### src/rtl/ntru_cpm_pkg.sv
`default_nettype none
package ntru_cpm_pkg;

  localparam int DEGREE_DEF = 743;
  localparam int LOG_Q      = 11;
  localparam int OP_W       = 2;
  localparam int INDEX_W    = 10;
  localparam int COEFF_W    = 11;

  localparam logic [OP_W-1:0] OP_LOAD = 2'd0;
  localparam logic [OP_W-1:0] OP_MUL  = 2'd1;
  localparam logic [OP_W-1:0] OP_READ = 2'd2;

  typedef struct packed {
    logic valid;
    logic first;
    logic last;
  } mac_ctrl_t;

endpackage
`default_nettype wire

### src/rtl/ntru_cpm_mac.sv
`default_nettype none
module ntru_cpm_mac (
  input  wire logic                            clk,
  input  wire logic                            rst_n,
  input  wire ntru_cpm_pkg::mac_ctrl_t         ctrl_in,
  input  wire logic [ntru_cpm_pkg::LOG_Q-1:0]  a_in,
  input  wire logic [ntru_cpm_pkg::LOG_Q-1:0]  b_in,
  output logic                                 wr_en,
  output logic      [ntru_cpm_pkg::LOG_Q-1:0]  wr_data
);

  localparam int QW = ntru_cpm_pkg::LOG_Q;

  ntru_cpm_pkg::mac_ctrl_t ctrl_d1_r;
  ntru_cpm_pkg::mac_ctrl_t ctrl_d2_r;
  logic [2*QW-1:0]         full_prod;
  logic [QW-1:0]           prod_r;
  logic [QW-1:0]           acc_r;
  logic [QW-1:0]           acc_nxt;
  logic                    wr_en_r;

  assign full_prod = a_in * b_in;
  assign acc_nxt   = (ctrl_d2_r.first ? '0 : acc_r) + prod_r;

  always_ff @(posedge clk) begin
    if (!rst_n) begin
      ctrl_d1_r <= '0;
      ctrl_d2_r <= '0;
      wr_en_r   <= 1'b0;
    end else begin
      ctrl_d1_r <= ctrl_in;
      ctrl_d2_r <= ctrl_d1_r;
      wr_en_r   <= ctrl_d2_r.valid & ctrl_d2_r.last;
    end
  end

  always_ff @(posedge clk) begin
    prod_r <= full_prod[QW-1:0];
    if (ctrl_d2_r.valid) begin
      acc_r <= acc_nxt;
    end
  end

  assign wr_en   = wr_en_r;
  assign wr_data = acc_r;

endmodule
`default_nettype wire

### config.mk
export PLATFORM = sky130hd
export DESIGN_NAME = ntru_cpm_mac
export DESIGN_NICKNAME = d
export VERILOG_FILES = /design/src/rtl/ntru_cpm_pkg.sv /design/src/rtl/ntru_cpm_mac.sv
export SDC_FILE = /design/constraint.sdc
export NUM_CORES = 1
export LEC_CHECK = 0
export BUFFER_PORTS_ARGS = -buffer_cell sky130_fd_sc_hd__clkbuf_2
export CAP_MARGIN = 20
export CORE_AREA = 2 2 78 80
export CTS_CLUSTER_DIAMETER = 50
export DETAILED_ROUTE_END_ITERATION = 10
export DIE_AREA = 0 0 80 82
export GPL_TIMING_DRIVEN = 0
export PLACE_DENSITY = 0.74
export SYNTH_ARGS = -nofsm -noshare
export SYNTH_HDL_FRONTEND = slang
export SYNTH_SLANG_ARGS = --single-unit
### constraint.sdc
create_clock -name clk -period 4.84 [get_ports clk]
set_clock_uncertainty 0.05 [all_clocks]
set_input_delay 0.242 -clock clk [delete_from_list [all_inputs] [get_ports clk]]
set_output_delay 0.242 -clock clk [all_outputs]
set_load 0.02 [all_outputs]
# [Word-level counts from Yosys, hierarchy flattened]
# Cells that the tools add are included.
# Widths: inputs -> output; s select.
[word_totals] reg_bits=29 inputBits=27 out_inout_bits=12 elab_cells=13
[op_classes] n_addsub=1 n_mul=1 muxes=1 bitwise=1
[ops] cell="$add 11x11->11" count=1
[ops] cell="$mul 11x11->11" count=1
[ops] cell="$mux 11" count=1
[ops] cell="$and 1x1->1" count=1

# [Longest topological paths before layout]
[logic_depth] word_depth=2 mapped_depth=17

# [Worst setup path after synthesis]
# Ideal clock, no wire load.
[synth_path] path_type="input to register" from="input port b_in[2] in the netlist's numbering" to="register prod_r[10]" setup_time_ps=121 t_arrival_ps=3869 required_time_ps=4669 slack_ps=800 stages=17 path_cell_list="clkbuf_2 -> nand2_1 -> fa_1 -> inv_1 -> fa_1 -> inv_1 -> fa_1 -> inv_1 -> fa_1 -> inv_1 -> fa_1 -> xnor2_1 -> xnor2_1 -> xnor2_1 -> xnor2_1 -> xnor2_1 -> xnor2_1"
[synth_between] elab_chain_cells=1
[synth_rtl] item="start, declared" line_no="ntru_cpm_mac.sv:7" rtl="input wire logic [ntru_cpm_pkg::LOG_Q-1:0] b_in,"
[synth_rtl] item="$mul 11x11->11" line_no="ntru_cpm_mac.sv:22" rtl="assign full_prod = a_in * b_in;"
[synth_rtl] item="net full_prod[10]" line_no="ntru_cpm_mac.sv:16" rtl="logic [2*QW-1:0] full_prod;"
[synth_rtl] item="end signal, assigned" line_no="ntru_cpm_mac.sv:38" rtl="prod_r <= full_prod[QW-1:0];"
[synth_rtl] item="end, declared" line_no="ntru_cpm_mac.sv:17" rtl="logic [QW-1:0] prod_r;"
# The timed path passes the listed nets, and every way through them passes these cells.
# A chain may end at the register's enable or synchronous reset.

# [Worst setup path in the final report]
[layout_path] from="input port b_in[4] in the netlist's numbering" to="register prod_r[10]"
# Same word-level chain as after synthesis.

==> results.md <==
- Post-place setup slack: roughly 0.42 ns
- RSZ-0062 raised after global routing: false
- TNS Setup: 0 ns
- Cell Rows: 28
- Max Slew Vio Count: 0
- Syn_area_per_cell: 9.25 um2
- GP Congestion: 0.827
- Netlist cell types: 34
- CP required: approximately 5.0 ns
- Post-CTS setup buffer count: 0
- Die Wd: 80 um
- Final Hold Viols: 0
- Synth warn: 0
- Post-Syn Area: 3040 um2
- Top cell type's share of synthesized area: between 20% and 30%
- Fin worst setup slack: 0.759 ns
- Cell Count Post-Placement: approximately 440
- Vias/cell: 4.85
- Clk sinks: 29
- DRC viols: 0
- Die extent in y: between 80 and 90 um
- Main synth FF type: dfxtp_1
- Synthesis-stage register bit count: 29
- Yosys top cell by area: fa_1
- H-tree depth: 2
- Setup crit end kind: flop
- CP startpoint kind: input port
- Static Leak: 1.70 nW
- R2R Path Start: ctrl_d2_r[1]$_SDFF_PN0_
- CP dominant cell by count: xnor2_1
- R2R cell count: 10
- Syn_nets: 425
- Max FO, Critical Path: 7
- Cts hold-fix bufs: 0
- NetSw: 0.000556 W
- Max cap viols: 0
- HP Class: input port to flop
- Clk slew on worst S/H paths: 0.06 ns
- Asr flop ratio synth: 0%
- Status: completed
- R2r setup slk: about 2.3 ns
- Max Clock Freq: 245 MHz
- Net Sw Frac: 37.5%
- Cells after Synth: between 300 and 400
- GR Overflow Total: 0
- Reg2reg end: wr_data[9]$_DFFE_PP_
- Starting Density: between 50% and 60%
- CP Launch Point: b_in[4]
- Die area: 6560 um2
- Critical Path Sink: prod_r[10]$_DFF_P_
- Relative slew slack: 68.1%
- GRT Total Usage: 18.7%
- Crit path max-delay family: adder cells
- Post-route clock period utilization: a little over four fifths
- Worst skew pair latency: ~0.28 ns
- Fin crit period: roughly 4.1 ns
- Comb power frac: 58.5%
- First-pass GRT wire length: 9470 um
- DR iter-0 viols: 73
- Critical path depth: 17
- Layout Cells excl Fill: ~450
- Area added between synthesis and finish: 12.7%
- Post-detail-place hpwl: ~4500 um
- CP peak stage delay: 0.54 ns
- Maximum clock path buffer count: 2
- Seq/Total Area, Yosys: 22.7%
- Num ports: 39
- Core area: between 5000 and 6000 um2
- Pin count of the biggest net entering global routing: 13
- Top cells by area, synth: fa_1 20%, ha_1 16%, dfxtp_1 12%
- Flop pwr share: 24.3%
- Slew @ Worst Pin: roughly 0.48 ns
- CTS tree: done
- Drt total wl: 5330 um
- Initial antenna violation count: 0
- Setup CP Type: input port to flop
- Multi-input gate area: 2090 um2
- Filler cells: 508
- Pwr Density: around 430 nW/um2
- Worst path bufs/invs: 5
- Register area: 691 um2
- Internal power: between 0.0009 and 0.001 W
- VDD IR max: around 0.26 mV
- N_diodes: 0
- DRT Pass-1 Iters: 4
- Clk root buf: clkbuf_8
- Crit path DAT: roughly 4.2 ns
- WL/cell: 11.9 um
- Post-route ant nets: 0
- Nets: 467
- Num CTS Buffers: 5
- Clock power frac: 17.2%
- PortBufs: 35
- Ratio of cells with drive above 1 in the final layout: 13.2%
- PostCTS Resize Cnt: 0
- Routed vias: approximately 2200
- Worst-path cell chain: clkbuf_2, nand2_1, fa_1, inv_1, fa_1, inv_1, fa_1, inv_1, fa_1, inv_1, fa_1, xnor2_1, xnor2_1, xnor2_1, xnor2_1, xnor2_1, xnor2_1
- Vias in the first global route: 2215
- CP max-delay cell: fa_1
- # setup viols final: 0
- Post-synth EDFFs: 11
## state kept, by name, indices dropped and copies added (netlist names)
signal / flops
ctrl_d1_r: 3
wr_data: 11
wr_en: 1
prod_r: 11
ctrl_d2_r: 3
## Yosys cell counts, types with 2 or more instances
master,number
inv_1,62
ha_1,38
nand2_1,37
and2_1,35
fa_1,31
xnor2_1,27
dfxtp_1,18
nor2b_1,12
edfxtp_1,11
nor2_1,9
o21a_1,7
a21oi_1,5
xor2_1,5
clkbuf_1,3
nor3_1,3
o21ai_0,3
a21o_1,2
and2_2,2
clkbuf_2,2
nand2b_1,2
nand3_1,2
## power groups by stage
stage                     Sequential (W)  Clock, W  Combinational [W]
after detailed placement        0.000365         0           0.000874
after floorplan                 0.000377         0           0.000699
final                           0.000360  0.000255           0.000866
after global routing            0.000365  0.000269            0.00101
after global placement          0.000363         0           0.000837
after CTS                       0.000360  0.000263           0.000882
## kinds of logic (layout without fill, tap and decap cells)
kind of cell    after synthesis  in the layout  synth area share [%]
fa+ha+maj                    69             69                  36.0
flops                        29             29                  22.7
compound gates               24             24                  5.31
xor+xnor                     32             32                  9.21
buf+inv                      68            111                  8.60
simple gates                107            107                  18.1
## worst min-delay path by stage
stage	from	endpoint	slack (ns)	depth (start not counted)
6_report	ctrl_in[2]	ctrl_d1_r[2]$_SDFF_PN0_	0.11	2
5_1_grt	ctrl_in[2]	ctrl_d1_r[2]$_SDFF_PN0_	0.12	2
4_1_cts	ctrl_in[2]	ctrl_d1_r[2]$_SDFF_PN0_	0.10	2
3_5_place_dp	ctrl_d1_r[2]$_SDFF_PN0_	ctrl_d2_r[2]$_SDFF_PN0_	0.37	1
3_3_place_gp	ctrl_d1_r[0]$_SDFF_PN0_	ctrl_d2_r[0]$_SDFF_PN0_	0.37	1
2_1_floorplan	rst_n	ctrl_d1_r[0]$_SDFF_PN0_	0.31	1
## area by class of cell
type,instances,share of cell area [%]
Buffer,6,0.840
Clock inverter,1,0.876
Tap cell,75,2.74
Clock buffer,7,2.52
Inverter,62,6.79
Sequential cell,29,20.2
Multi-Input combinational cell,232,61.0
Timing Repair Buffer,35,5.11
## through the flow
step / area [um2] / total power, W / util (%) / hold slack (ns)
after global placement: 3310 / 0.00120 / 57.6 / 0.365
after detailed placement: 3310 / 0.00124 / 57.6 / 0.369
after CTS: 3430 / 0.00150 / 59.6 / 0.101
final: 3430 / 0.00148 / 59.6 / 0.108
after floorplan: 3040 / 0.00108 / - / 0.314
after global routing: 3430 / 0.00164 / 59.6 / 0.115
## metal layers
metal  wire length, um  GRT usage, %  vias to the layer above  share of wire, %
met2              2780          35.3                       51                52
li1                  -             -                     1096                 -
met1              2230          21.4                     1010                42
met5                 0             0                        -                 0
met4               141          8.31                        0               2.6
met3               181          1.98                       12               3.4
## cells in the final DEF (no fill, tap or decap), types with 6 or more instances in the layout
cell type,n
edfxtp_1,11
fa_1,31
nor2_1,9
nand2_1,37
nor2b_1,12
ha_1,38
inv_1,62
dfxtp_1,18
clkbuf_2,37
xnor2_1,27
clkbuf_8,6
and2_1,35
o21a_1,7
No activity file was read; power rests on OpenSTA's default activity.
